### config.mk
export PLATFORM = sky130hd
export DESIGN_NAME = hcbp_packer
export DESIGN_NICKNAME = d
export VERILOG_FILES = /design/src/hw/rtl/hcbp_pkg.sv /design/src/hw/rtl/hcbp_packer.sv
export SDC_FILE = /design/constraint.sdc
export NUM_CORES = 1
export LEC_CHECK = 0
export ABC_AREA = 1
export BUFFER_PORTS_ARGS = -buffer_cell sky130_fd_sc_hd__buf_2
export CAP_MARGIN = 20
export CORE_MARGIN = 3
export CORE_UTILIZATION = 45
export DETAILED_ROUTE_END_ITERATION = 8
export HOLD_SLACK_MARGIN = 0.08
export PLACE_DENSITY_LB_ADDON = 0.2
export SETUP_SLACK_MARGIN = 0.4
export SLEW_MARGIN = 10
export SYNTH_ARGS = -nofsm -noshare
export SYNTH_HDL_FRONTEND = slang
export SYNTH_SLANG_ARGS = --single-unit
### constraint.sdc
create_clock -name i_clk -period 2.9 [get_ports i_clk]
set_clock_uncertainty 0.1 [all_clocks]
set_input_delay 0 -clock i_clk [delete_from_list [all_inputs] [get_ports i_clk]]
set_output_delay 0 -clock i_clk [all_outputs]
set_load 0.02 [all_outputs]
### src/hw/rtl/hcbp_pkg.sv
package hcbp_pkg;

    localparam int CODE_W           = 32;
    localparam int CODE_IDX_W       = $clog2(CODE_W);
    localparam int SYM_W            = 8;
    localparam int LEN_IN_W         = 6;
    localparam int BYTE_W           = 8;
    localparam int CNT_W            = $clog2(BYTE_W);
    localparam int DEF_MAX_CODE_LEN = 32;
    localparam int DEF_SYMBOL_COUNT = 256;

    typedef enum logic [1:0] {
        OP_LOAD   = 2'd0,
        OP_ENCODE = 2'd1,
        OP_FLUSH  = 2'd2
    } t_op;

    typedef enum logic [1:0] {
        S_IDLE,
        S_READ,
        S_SHIFT,
        S_FLUSH
    } t_state;

    // One code bit offered to the packer.
    typedef struct packed {
        logic valid;
        logic data;
        logic last;
    } t_bit_in;

    // Packer status back to the sequencer.
    typedef struct packed {
        logic ready;
        logic empty;
        logic full7;
    } t_pack_st;

endpackage

### src/hw/rtl/hcbp_packer.sv
module hcbp_packer (
    input  logic               i_clk,
    input  logic               i_rst_n,
    input  hcbp_pkg::t_bit_in  i_bit,
    output hcbp_pkg::t_pack_st o_st,
    output logic               o_m_tvalid,
    input  logic               i_m_tready,
    output logic [7:0]         o_m_tdata,
    output logic               o_m_tlast
);
    import hcbp_pkg::*;

    logic [BYTE_W-2:0] r_acc;
    logic [CNT_W-1:0]  r_cnt;
    logic              r_out_valid;
    logic [BYTE_W-1:0] r_out_data;
    logic              r_out_last;
    logic              w_byte_done;
    logic              w_ready;
    logic              w_take;

    // The bit that completes a byte can only be taken when the output register frees up.
    assign w_byte_done = (r_cnt == CNT_W'(BYTE_W - 1));
    assign w_ready     = !w_byte_done || !r_out_valid || i_m_tready;
    assign w_take      = i_bit.valid && w_ready;

    always_ff @(posedge i_clk) begin
        if (!i_rst_n) begin
            r_cnt       <= '0;
            r_out_valid <= 1'b0;
        end else begin
            if (w_take) begin
                r_cnt <= w_byte_done ? '0 : CNT_W'(r_cnt + 1'b1);
            end
            if (w_take && w_byte_done) begin
                r_out_valid <= 1'b1;
            end else if (i_m_tready) begin
                r_out_valid <= 1'b0;
            end
        end
    end

    always_ff @(posedge i_clk) begin
        if (w_take) begin
            r_acc <= {r_acc[BYTE_W-3:0], i_bit.data};
        end
        if (w_take && w_byte_done) begin
            r_out_data <= {r_acc, i_bit.data};
            r_out_last <= i_bit.last;
        end
    end

    assign o_st.ready  = w_ready;
    assign o_st.empty  = (r_cnt == '0);
    assign o_st.full7  = w_byte_done;
    assign o_m_tvalid  = r_out_valid;
    assign o_m_tdata   = r_out_data;
    assign o_m_tlast   = r_out_last;

endmodule

==> results of run 1 <==
[logic make-up after synthesis]
logic type | count (synthesis)
and+or+nand+nor | 14
buffers and inverters | 13
AOI/OAI and AO/OA | 5
adders and majority gates | 3
DFF | 20
[layout make-up]
cell class              instances  share of cell area
clock buffers                   4             0.02717
inverters                      11             0.04269
repair buffers                 26              0.1759
multi-input cells              22              0.1527
flip-flops and latches         20              0.5809
well taps                      16             0.02070
[layer usage]
metal / global-route usage / wire [um]
met1: 0.1675 / 504
met4: 0.08287 / 14
met5: 0 / 0
met3: 0.04598 / 64
met2: 0.2276 / 716
[registers in the layout (all words and copies together) (netlist names)]
register    count
o_m_tdata       8
r_acc           7
r_cnt           3
o_m_tlast       1
o_m_tvalid      1
[power breakdown]
group	internal [uW]	switching (uW)
Sequential	320	5.96
Combinational	19.9	20.8
Clock	53.4	76.1
Total	393	103
[final timing paths]
path / start / cells after the start / end / slack (ns)
worst max-delay path: r_cnt[1]$_SDFFE_PN0P_ / 7 / r_cnt[2]$_SDFFE_PN0P_ / 0.50
worst min register to register: r_acc[6]$_DFFE_PP_ / 0 / o_m_tdata[7]$_DFFE_PP_ / 0.35
worst min-delay path: i_bit[0] / 2 / o_m_tlast$_DFFE_PP_ / 0.33
worst max register to register: r_cnt[1]$_SDFFE_PN0P_ / 7 / r_cnt[2]$_SDFFE_PN0P_ / 0.50
[timing repair]
action | in CTS | in global routing
hold buffers | 8 | 0
resized for setup | 0 | 3
setup endpoints to repair | 0 | 1
endpoints found under the hold margin | 10 | 0
[cell usage in the layout, fill, tap and decap left out]
| master | n |
|---|---|
| edfxtp_1 | 16 |
| inv_1 | 10 |
| nand3_2 | 1 |
| ha_4 | 1 |
| clkbuf_1 | 1 |
| nor2_1 | 3 |
| ha_1 | 2 |
| nand2_1 | 7 |
| dfxtp_1 | 3 |
| a21boi_0 | 1 |
| a21oi_1 | 2 |
| o21ai_0 | 1 |
| buf_2 | 18 |
| inv_2 | 1 |
| dlygate4sd3_1 | 8 |
| a31oi_2 | 1 |
| clkbuf_4 | 3 |
| nand3_1 | 3 |
| dfxtp_2 | 1 |
[critical path, stage by stage, from the launching register on]
cell	delay, ns
dfxtp_1	0.37
ha_1	0.21
ha_4	0.17
nand3_2	0.14
a21oi_1	0.16
dlygate4sd3_1	0.56
nor2_1	0.05
dlygate4sd3_1	0.54
[stage by stage]
stage               hold WS [ns]  utilization
finish                    0.3265       0.6274
global route              0.3329       0.6274
CTS                       0.3144       0.6185
detailed placement       0.08533       0.5495
global placement         0.08675       0.5495
floorplan              -0.002369            -
==> results.md, run 1 <==
* Synth unique cells at 14
* GRT Util Overall at 0.1424
* # fillers at roughly 130
* Crit share post-route at 0.8287
* DR WL/cell at between 10 and 15 um
* Iter 0 DRT Violations at 15
* Pwr Density at ~510 mW/mm^2
* Initial antenna violation count at 0
* First-pass GRT wire length at around 2.1 mm
* Sequential area share after synthesis at 0.7454
* Setup Viol. Count Final at 0
* # port buffers at 18
* Multi-input gate area at roughly 150 um^2
* Static Leak at about 0.00042 uW
* Synth warnings at 0
* CTS root buf: clkbuf_4
* Share of the synthesized area in the top cell type at 0.6389
* Reg area at 561.8 um^2
* Max FO, Critical Path at 6
* MaxCap Viol Count at 0
* Compound-cell area share of the yosys netlist at 0.04659
* CP arrival at 2.49 ns
* Final instance area at approximately 970 um^2
* Setup crit end kind: flop
* Fin. Hold Viols at 0
* Clock transition at path regs at 0.10 ns
* Chip Width at roughly 47 um
* Total core area at approximately 0.0015 mm^2
* Critical path type: reg -> reg
* RSZ-0062 raised after global routing: no
* Worst skew pair latency at roughly 0.29 ns
* Via count at approximately 500
* Max-slew headroom at 0.6563
* Worst hold path type: in -> reg
* Largest cells by area after synthesis: edfxtp_1 (64%), dfxtp_1 (11%), ha_1 (5.0%)
* TNS Setup at 0 ns
* Vias per cell at 4.909
* DRT Wirelength at approximately 1.3 mm
* Largest family of logic cells by synthesized area: simple AND/OR/NAND/NOR gates
* Cells after DPL at between 80 and 90
* Status: finished, final reports clean
* Synth async-reset ratio at 0
* Synth cell count leaders: edfxtp_1 (16), inv_1 (10), nand2_1 (7)
* Number of enable flip-flop cells after synthesis at 16
* Xor/xnor cell area share of the yosys netlist at 0
* Post-route setup slack at roughly 0.5 ns
* Router iterations before antenna repair at 4
* Share of cells above drive strength 1 at 0.3133
* GPL Wtd Cong at approximately 0.71
* Drt drc at 0
* Antenna Diode Count at 0
* Mapped Cells at 55
* H-tree Lvls at 1
* VDD IR max at about 280 uV
* Rows at 14
* Num CTS Buffers at 3
* Layout net count at a little over 90
* Most common cell in the netlist: edfxtp_1
* Post-route ant nets at 0
* Worst setup SP type: flop
* Max Slew Vio Count at 0
* Starting Density at 0.4878
* Total power draw at 496.0 uW
* Multiplexer share of the synthesized area at 0
* Worst path required time at about 3 ns
* Post-Synth Adder-Cell Area at 0.04992
* Seq cells post-synth at 20
* Cell Area, Synth at approximately 750 um^2
* Worst Tran Pin Value at around 0.51 ns
* FMAX at between 400 and 500 MHz
* Post-synthesis net count at 64
* # IOs at 19
* Gr ovfl total at 0
* Clock Path Buffers at 2
* Yosys top cell by area: edfxtp_1
* CTS tree: yes
* Largest net degree at the start of global routing at 12
* Synth Area in Simple Gates at 0.08319
* Setup WS pre-CTS at between 0.7 and 0.8 ns
* Fin cells at between 90 and 100
* Setup Fix Bufs, Post-CTS at 0
* Syn_area_per_cell at roughly 14 um^2
* Main synth FF type: edfxtp_1
* Min Tclk post-route at roughly 2.4 ns
* Die Span Y at 46.88 um
* Post-DP HPWL at roughly 860 um
* CTS sink cnt at 20
* Die Area at about 0.0022 mm^2
* Placed Instance Area at 847.1 um^2
* Layout area overhead at 28.62%
* Vias in the first global route at around 480
No activity file was read; power rests on OpenSTA's default activity.
==> run 2, diff against run 1 <==
Settings changed: ABC_AREA 1 to 0, CORE_UTILIZATION 45 to 44.
Clock period 2.9 ns to 2.2 ns, I/O delays scaled along.
==> results.md, run 2 <==
* Worst Tran Pin Value at 0.4196 ns (was 0.5139 ns)
* CP arrival at 1.79 ns (was 2.49 ns)
* Largest net degree at the start of global routing at 12 (unchanged)
* GRT Util Overall at 0.1062 (was 0.1424)
* Placed Instance Area at 813.3 um^2 (was 847.1 um^2)
* TNS Setup at 0 ns (unchanged)
* GPL Wtd Cong at 0.6507 (was 0.7084)
* Most frequent cells in the layout: buf_2 (18), edfxtp_1 (16), nand2_1 (7) (was buf_2 (18), edfxtp_1 (16), inv_1 (10))
* Worst-path cell chain: ha_1, ha_1, nand2_1, a21boi_1, dlygate4sd3_1 (was ha_1, ha_4, nand3_2, a21oi_1, dlygate4sd3_1, nor2_1, dlygate4sd3_1)
* Worst setup SP type: flop (unchanged)
* Worst hold path type: in -> reg (unchanged)
* # port buffers at 18 (unchanged)
* Vias in the first global route at 365 (was 481)
* R2R setup slack at 0.54 ns (was 0.50 ns)
* Synth cell count leaders: edfxtp_1 (16), nand2_1 (7), dfxtp_1 (4) (was edfxtp_1 (16), inv_1 (10), nand2_1 (7))
* Mapped Cells at 44 (was 55)
* Crit share post-route at 0.7534 (was 0.8287)
* CP Capture Point: o_m_tvalid$_SDFFE_PN0P_ (was r_cnt[2]$_SDFFE_PN0P_)
* Max FO, Critical Path at 5 (was 6)
* Drt drc at 0 (unchanged)
* Clock Path Buffers at 2 (unchanged)
* Crit-path most repeated cell: ha_1 (was dlygate4sd3_1)
* Post-synthesis net count at 53 (was 64)
* Share of the synthesized area in the top cell type at 0.6587 (was 0.6389)
* Chip Width at 46.72 um (was 46.88 um)
* Setup crit end kind: flop (unchanged)
* First-pass GRT wire length at 1.566 mm (was 2.090 mm)
* MaxCap Viol Count at 0 (unchanged)
* Most common cell after layout, fill and taps aside: buf_2 (unchanged)
* Antenna Diode Count at 0 (unchanged)
* Pwr Density at 704.0 mW/mm^2 (was 512.8 mW/mm^2)
* FF-to-FF End: o_m_tvalid$_SDFFE_PN0P_ (was r_cnt[2]$_SDFFE_PN0P_)
* Static Leak at 0.0003616 uW (was 0.0004189 uW)
* Number of enable flip-flop cells after synthesis at 16 (unchanged)
* Met3 Use GR at 0.03516 (was 0.04598)
* FMAX at 603.3 MHz (was 416.1 MHz)
* Layout area overhead at 22.13% (was 28.62%)
* Total power draw at 627.2 uW (was 496.0 uW)
* DRT Wirelength at 1.012 mm (was 1.300 mm)
* Synth unique cells at 15 (was 14)
* Share of cells above drive strength 1 at 0.3382 (was 0.3133)
* Critical path's largest stage delay at 0.56 ns (about the same)
* Fin. Hold Viols at 0 (unchanged)
* Most common cell in the netlist: edfxtp_1 (unchanged)
* Sequential area share after synthesis at 0.7684 (was 0.7454)
* Total core area at 0.001541 mm^2 (unchanged)
* CTS tree: yes (unchanged)
* Main synth FF type: edfxtp_1 (unchanged)
* Rows at 14 (unchanged)
* Syn_area_per_cell at 16.58 um^2 (was 13.67 um^2)
* Post-route ant nets at 0 (unchanged)
* Via count at 399 (was 486)
* Yosys top cell by area: edfxtp_1 (unchanged)
* Max-slew headroom at 0.7203 (was 0.6563)
* H-tree Lvls at 1 (unchanged)
* Die Area at 0.002182 mm^2 (was 0.002198 mm^2)
* Largest cells by area after synthesis: edfxtp_1 (66%), dfxtp_1 (11%), ha_1 (5.1%) (was edfxtp_1 (64%), dfxtp_1 (11%), ha_1 (5.0%))
* Reg2reg start: r_cnt[1]$_SDFFE_PN0P_ (unchanged)
* Min Tclk post-route at 1.658 ns (was 2.403 ns)
* # IOs at 19 (unchanged)
* Setup Viol. Count Final at 0 (unchanged)
* Synth async-reset ratio at 0 (unchanged)
* GR Layer Usage met1 at 0.1219 (was 0.1675)
* Max Slew Vio Count at 0 (unchanged)
* Starting Density at 0.4732 (was 0.4878)
* Worst path required time at 2.33 ns (was 2.98 ns)
* Final core utilization at 0.5779 (was 0.6274)
* VDD IR max at 422.8 uV (was 281.2 uV)
* Worst skew pair latency at 0.28 ns (was 0.29 ns)
* Router iterations before antenna repair at 2 (was 4)
* Initial antenna violation count at 0 (unchanged)
* Final instance area at 890.9 um^2 (was 967.2 um^2)
* Setup WS pre-CTS at 0.5531 ns (was 0.7964 ns)
* Die Span Y at 46.72 um (was 46.88 um)
* Reg2Reg Depth at 5 (was 7)
* Iter 0 DRT Violations at 8 (was 15)
* Most Crowded Layer GR: met2 (unchanged)
* RSZ-0062 raised after global routing: no (unchanged)
* Clock transition at path regs at 0.10 ns (about the same)
* Vias per cell at 4.750 (was 4.909)
* CTS root buf: clkbuf_4 (unchanged)
* Synth warnings at 0 (unchanged)
* Status: finished, final reports clean (unchanged)
* CTS sink cnt at 20 (unchanged)
* Num CTS Buffers at 3 (unchanged)
* Critical path type: reg -> reg (unchanged)
* Critical path's slowest cell: dlygate4sd3_1 (unchanged)
* DR WL/cell at 12.05 um (was 13.13 um)
* Layout net count at 78 (was 93)
* Gr ovfl total at 0 (unchanged)
* Critical Path Start: r_cnt[1]$_SDFFE_PN0P_ (unchanged)
* Cell Area, Synth at 729.5 um^2 (was 752.0 um^2)
* Post-route setup slack at 0.5425 ns (was 0.4969 ns)
* M2 GR Usage at 0.1786 (was 0.2276)
* Max reg flops at 8 (unchanged)
* Seq cells post-synth at 20 (unchanged)
## run 2: cell types whose count changed in the layout (fill, tap and decap cells not counted), sizes merged, moves of 2 or more
cell | before | now
dlygate4sd3 | 8 | 5
a21oi | 2 | 0
nand3 | 4 | 0
inv | 11 | 2
nor2 | 3 | 0
mux2i | 0 | 2
## run 2: how the worst min path moves through the flow
stage	start	slack (ns)	cells after the start	endpoint
finish	i_m_tready	0.18	4	r_cnt[1]$_SDFFE_PN0P_
global placement	i_bit[0]	0.08	1	o_m_tlast$_DFFE_PP_
CTS	i_m_tready	0.18	4	r_cnt[2]$_SDFFE_PN0P_
global route	i_m_tready	0.21	4	r_cnt[2]$_SDFFE_PN0P_
detailed placement	i_bit[0]	0.08	1	o_m_tlast$_DFFE_PP_
floorplan	i_bit[1]	-0.001	0	o_m_tdata[0]$_DFFE_PP_
## run 2: critical path, delay by kind of cell (launching register included)
| kind | cells | cell delay, ns |
|---|---|---|
| buffers and inverters | 1 | 0.56 |
| flip-flops | 1 | 0.37 |
| adder cells (fa/ha/maj) | 2 | 0.36 |
| AO/OA/AOI/OAI | 1 | 0.15 |
| AND/OR/NAND/NOR | 1 | 0.07 |
## run 2: kinds of logic (layout without fill, tap and decap cells)
logic type / count (synthesis) / count (layout) / synth area share
flops: 20 / 20 / 0.7684
simple gates: 12 / 12 / 0.08408
buf+inv: 5 / 29 / 0.04631
fa+ha+maj: 3 / 3 / 0.05146
compound gates: 2 / 2 / 0.02230
mux: 2 / 2 / 0.02745
## run 2: what timing repair did
action | 4_1_cts | 5_1_grt
setup endpoints to repair | 0 | 1
buffers inserted | 0 | 0
hold endpoints to repair | 7 | 0
hold buffers | 5 | 0
gates resized for setup | 0 | 1
## run 2: layer usage
layer | vias to the layer above | share of wire
li1 | 200 | -
met1 | 188 | 0.41
met2 | 11 | 0.54
met3 | 0 | 0.054
met4 | 0 | 0
met5 | - | 0
## run 2: cell type report
class	count	area, um^2
clock buffer	4	26.28
fill	137	650.6
inverter	2	7.507
multi-input combinational	19	135.1
sequential	20	561.8
tap	16	20.02
timing repair buffer	23	140.1
## run 2: power by group
group	switching (uW)	total (uW)	leakage [uW]	internal, uW
registers	6.39	427	0.000182	421
clock network	95.4	166	0.0000150	70.3
logic	16.5	34.1	0.000164	17.6
## run 2: stage by stage
stage	std cells	hold slack, ns
floorplan	44	-0.001131
global placement	75	0.07687
detailed placement	75	0.07872
CTS	84	0.1788
global route	84	0.2077
finish	84	0.1819
==> run 3, diff against run 2 <==
Settings changed: ABC_AREA 0 to 1.
Clock period 2.2 ns to 1.4 ns, I/O delays scaled along.
==> results.md, run 3 (synthesis results as in run 1) <==
* Reg2reg start: r_cnt[1]$_SDFFE_PN0P_ (unchanged)
* Status: finished with violations (was finished, final reports clean)
* Post-DP HPWL at slightly below 800 um
* GPL Wtd Cong at 0.7165 (was 0.6507)
* Max FO, Critical Path at 4 (was 5)
* Layout net count at 98 (was 78)
* Worst path required time at 1.32 ns (was 2.33 ns)
* Switching Share at 0.2161 (was 0.1886)
* Most common cell after layout, fill and taps aside: edfxtp_1 (was buf_2)
* Hold path depth at 4 (unchanged)
* Setup WS pre-CTS at -0.04540 ns (was 0.5531 ns)
* Net Switching at 228.3 uW (was 118.3 uW)
* Reg area at 566.8 um^2 (was 561.8 um^2)
* Hold path endpoint: r_acc[6]$_DFFE_PP_ (was r_cnt[1]$_SDFFE_PN0P_)
* Num CTS Buffers at 3 (unchanged)
* Share of cells above drive strength 1 at 0.5795 (was 0.3382)
* Vias in the first global route at 438 (was 365)
* Max-slew headroom at 0.7926 (was 0.7203)
* Die Area at 0.002241 mm^2 (was 0.002182 mm^2)
* Worst skew pair latency at 0.29 ns (was 0.28 ns)
* Reg2Reg Depth at 5 (unchanged)
* Static Leak at 0.0004631 uW (was 0.0003616 uW)
* Max reg flops at 8 (unchanged)
* Rows at 14 (unchanged)
* Clock transition at path regs at 0.10 ns (about the same)
* Total core area at 0.001559 mm^2 (was 0.001541 mm^2)
* Setup Viol. Count Final at 7 (was 0)
* Max Slew Vio Count at 0 (unchanged)
* Die Span Y at 47.34 um (was 46.72 um)
* Most frequent cells in the layout: edfxtp_1 (16), buf_2 (15), dlygate4sd3_1 (6) (was buf_2 (18), edfxtp_1 (16), nand2_1 (7))
* Worst hold path type: in -> reg (unchanged)
* RSZ-0062 raised after global routing: yes (was no)
* Chip Width at 47.34 um (was 46.72 um)
* Antenna Diode Count at 0 (unchanged)
* CTS root buf: clkbuf_4 (unchanged)
* CTS tree: yes (unchanged)
* Largest net degree at the start of global routing at 12 (unchanged)
* Fin. Hold Viols at 0 (unchanged)
* FF-to-FF End: o_m_tdata[6]$_DFFE_PP_ (was o_m_tvalid$_SDFFE_PN0P_)
* Pwr Density at 940.3 mW/mm^2 (was 704.0 mW/mm^2)
* H-tree Lvls at 1 (unchanged)
* CP arrival at 1.33 ns (was 1.79 ns)
* # fillers at 103 (was 137)
* Combinational share of power at 0.117 (was 0.054)
* Post-route setup slack at -0.01542 ns (was 0.5425 ns)
* Multi-input gate area at 224.0 um^2 (was 135.1 um^2)
* Seq pwr share at 0.639 (was 0.682)
* Part of the power in the clock network at 0.244 (was 0.264)
* Crit share post-route at 1.011 (was 0.7534)
* FMAX at 706.5 MHz (was 603.3 MHz)
* MaxCap Viol Count at 0 (unchanged)
* Router iterations before antenna repair at 4 (was 2)
* Min Tclk post-route at 1.415 ns (was 1.658 ns)
* Failing checks: setup timing
* Worst Tran Pin Value at 0.3100 ns (was 0.4196 ns)
* Initial antenna violation count at 0 (unchanged)
* Drt drc at 0 (unchanged)
* # port buffers at 18 (unchanged)
* CTS sink cnt at 20 (unchanged)
* Post-route ant nets at 0 (unchanged)
* Via count at 486 (was 399)
* Int Pwr at 828.2 uW (was 508.9 uW)
* HP Start: i_bit[2] (was i_m_tready)
* Starting Density at 0.4823 (was 0.4732)
* Worst setup SP type: flop (unchanged)
* Layout area overhead at 49.42% (was 22.13%)
* Final core utilization at 0.7207 (was 0.5779)
* Total power draw at 1057 uW (was 627.2 uW)
* VDD IR max at 708.7 uV (was 422.8 uV)
* # IOs at 19 (unchanged)
* Setup crit end kind: flop (unchanged)
* R2R setup slack at -0.02 ns (was 0.54 ns)
* First-pass GRT wire length at 1.980 mm (was 1.566 mm)
* Vias per cell at 4.673 (was 4.750)
* Iter 0 DRT Violations at 2 (was 8)
* DRT Wirelength at 1.251 mm (was 1.012 mm)
* Clock Path Buffers at 2 (unchanged)
* GRT Util Overall at 0.1335 (was 0.1062)
* DR WL/cell at 12.03 um (was 12.05 um)
* Gr ovfl total at 0 (unchanged)
* Critical path type: reg -> reg (unchanged)
run 3: routing by layer:
layer | vias up | track usage | wire length, um
li1 | 250 | - | -
met1 | 222 | 0.1610 | 483
met2 | 12 | 0.2112 | 688
met3 | 2 | 0.05747 | 65
met4 | 0 | 0.04972 | 12
met5 | - | 0 | 0
run 3: critical path, cell delays in order, from the launching register on:
cell,delay (ns)
dfxtp_2,0.35
ha_4,0.16
ha_4,0.16
a31oi_4,0.15
nand2_2,0.11
clkinvlp_4,0.11
run 3: metrics by stage:
stage	TNS, ns	instance area (um^2)	hold WS [ns]	instances
2_1_floorplan	-1.076	792.0	-0.002369	55
3_3_place_gp	0	913.4	0.08694	91
3_5_place_dp	-0.4071	913.4	0.08358	91
4_1_cts	-0.1465	1076	0.1530	102
5_1_grt	-0.7257	1124	0.1531	104
6_report	-0.07332	1124	0.1550	104
run 3: area by class of cell:
cell class / count / area share
flip-flops and latches: 20 / 0.5045
repair buffers: 30 / 0.2049
multi-input cells: 22 / 0.1993
inverters: 11 / 0.04343
clock buffers: 3 / 0.02004
well taps: 16 / 0.01782
repair inverters: 1 / 0.006682
clock inverters: 1 / 0.003341
run 3: power groups by stage:
stage               clock, uW  combinational, uW  sequential [uW]
CTS                       269                102              676
global route              293                138              677
floorplan                   0               44.9              688
detailed placement          0               77.8              689
finish                    258                124              675
global placement            0               76.7              689
run 3: how the worst max path moves through the flow:
| stage | from | to | slack (ns) |
|---|---|---|---|
| finish | r_cnt[1]$_SDFFE_PN0P_ | o_m_tdata[6]$_DFFE_PP_ | -0.02 |
| global route | r_cnt[1]$_SDFFE_PN0P_ | o_st[2] | -0.07 |
| CTS | r_cnt[1]$_SDFFE_PN0P_ | o_m_tdata[5]$_DFFE_PP_ | -0.02 |
| detailed placement | r_cnt[1]$_SDFFE_PN0P_ | o_m_tdata[2]$_DFFE_PP_ | -0.05 |
| global placement | r_cnt[1]$_SDFFE_PN0P_ | o_m_tdata[0]$_DFFE_PP_ | 0.01 |
| floorplan | r_cnt[1]$_SDFFE_PN0P_ | o_m_tdata[0]$_DFFE_PP_ | -0.12 |
run 3: timing repair:
item	CTS	global route
gates resized for setup	18	10
hold buffers	5	2
pin swaps	7	2
hold endpoints to repair	7	4
endpoints found under the setup margin	24	24
buffers inserted	1	1
gates cloned	1	0
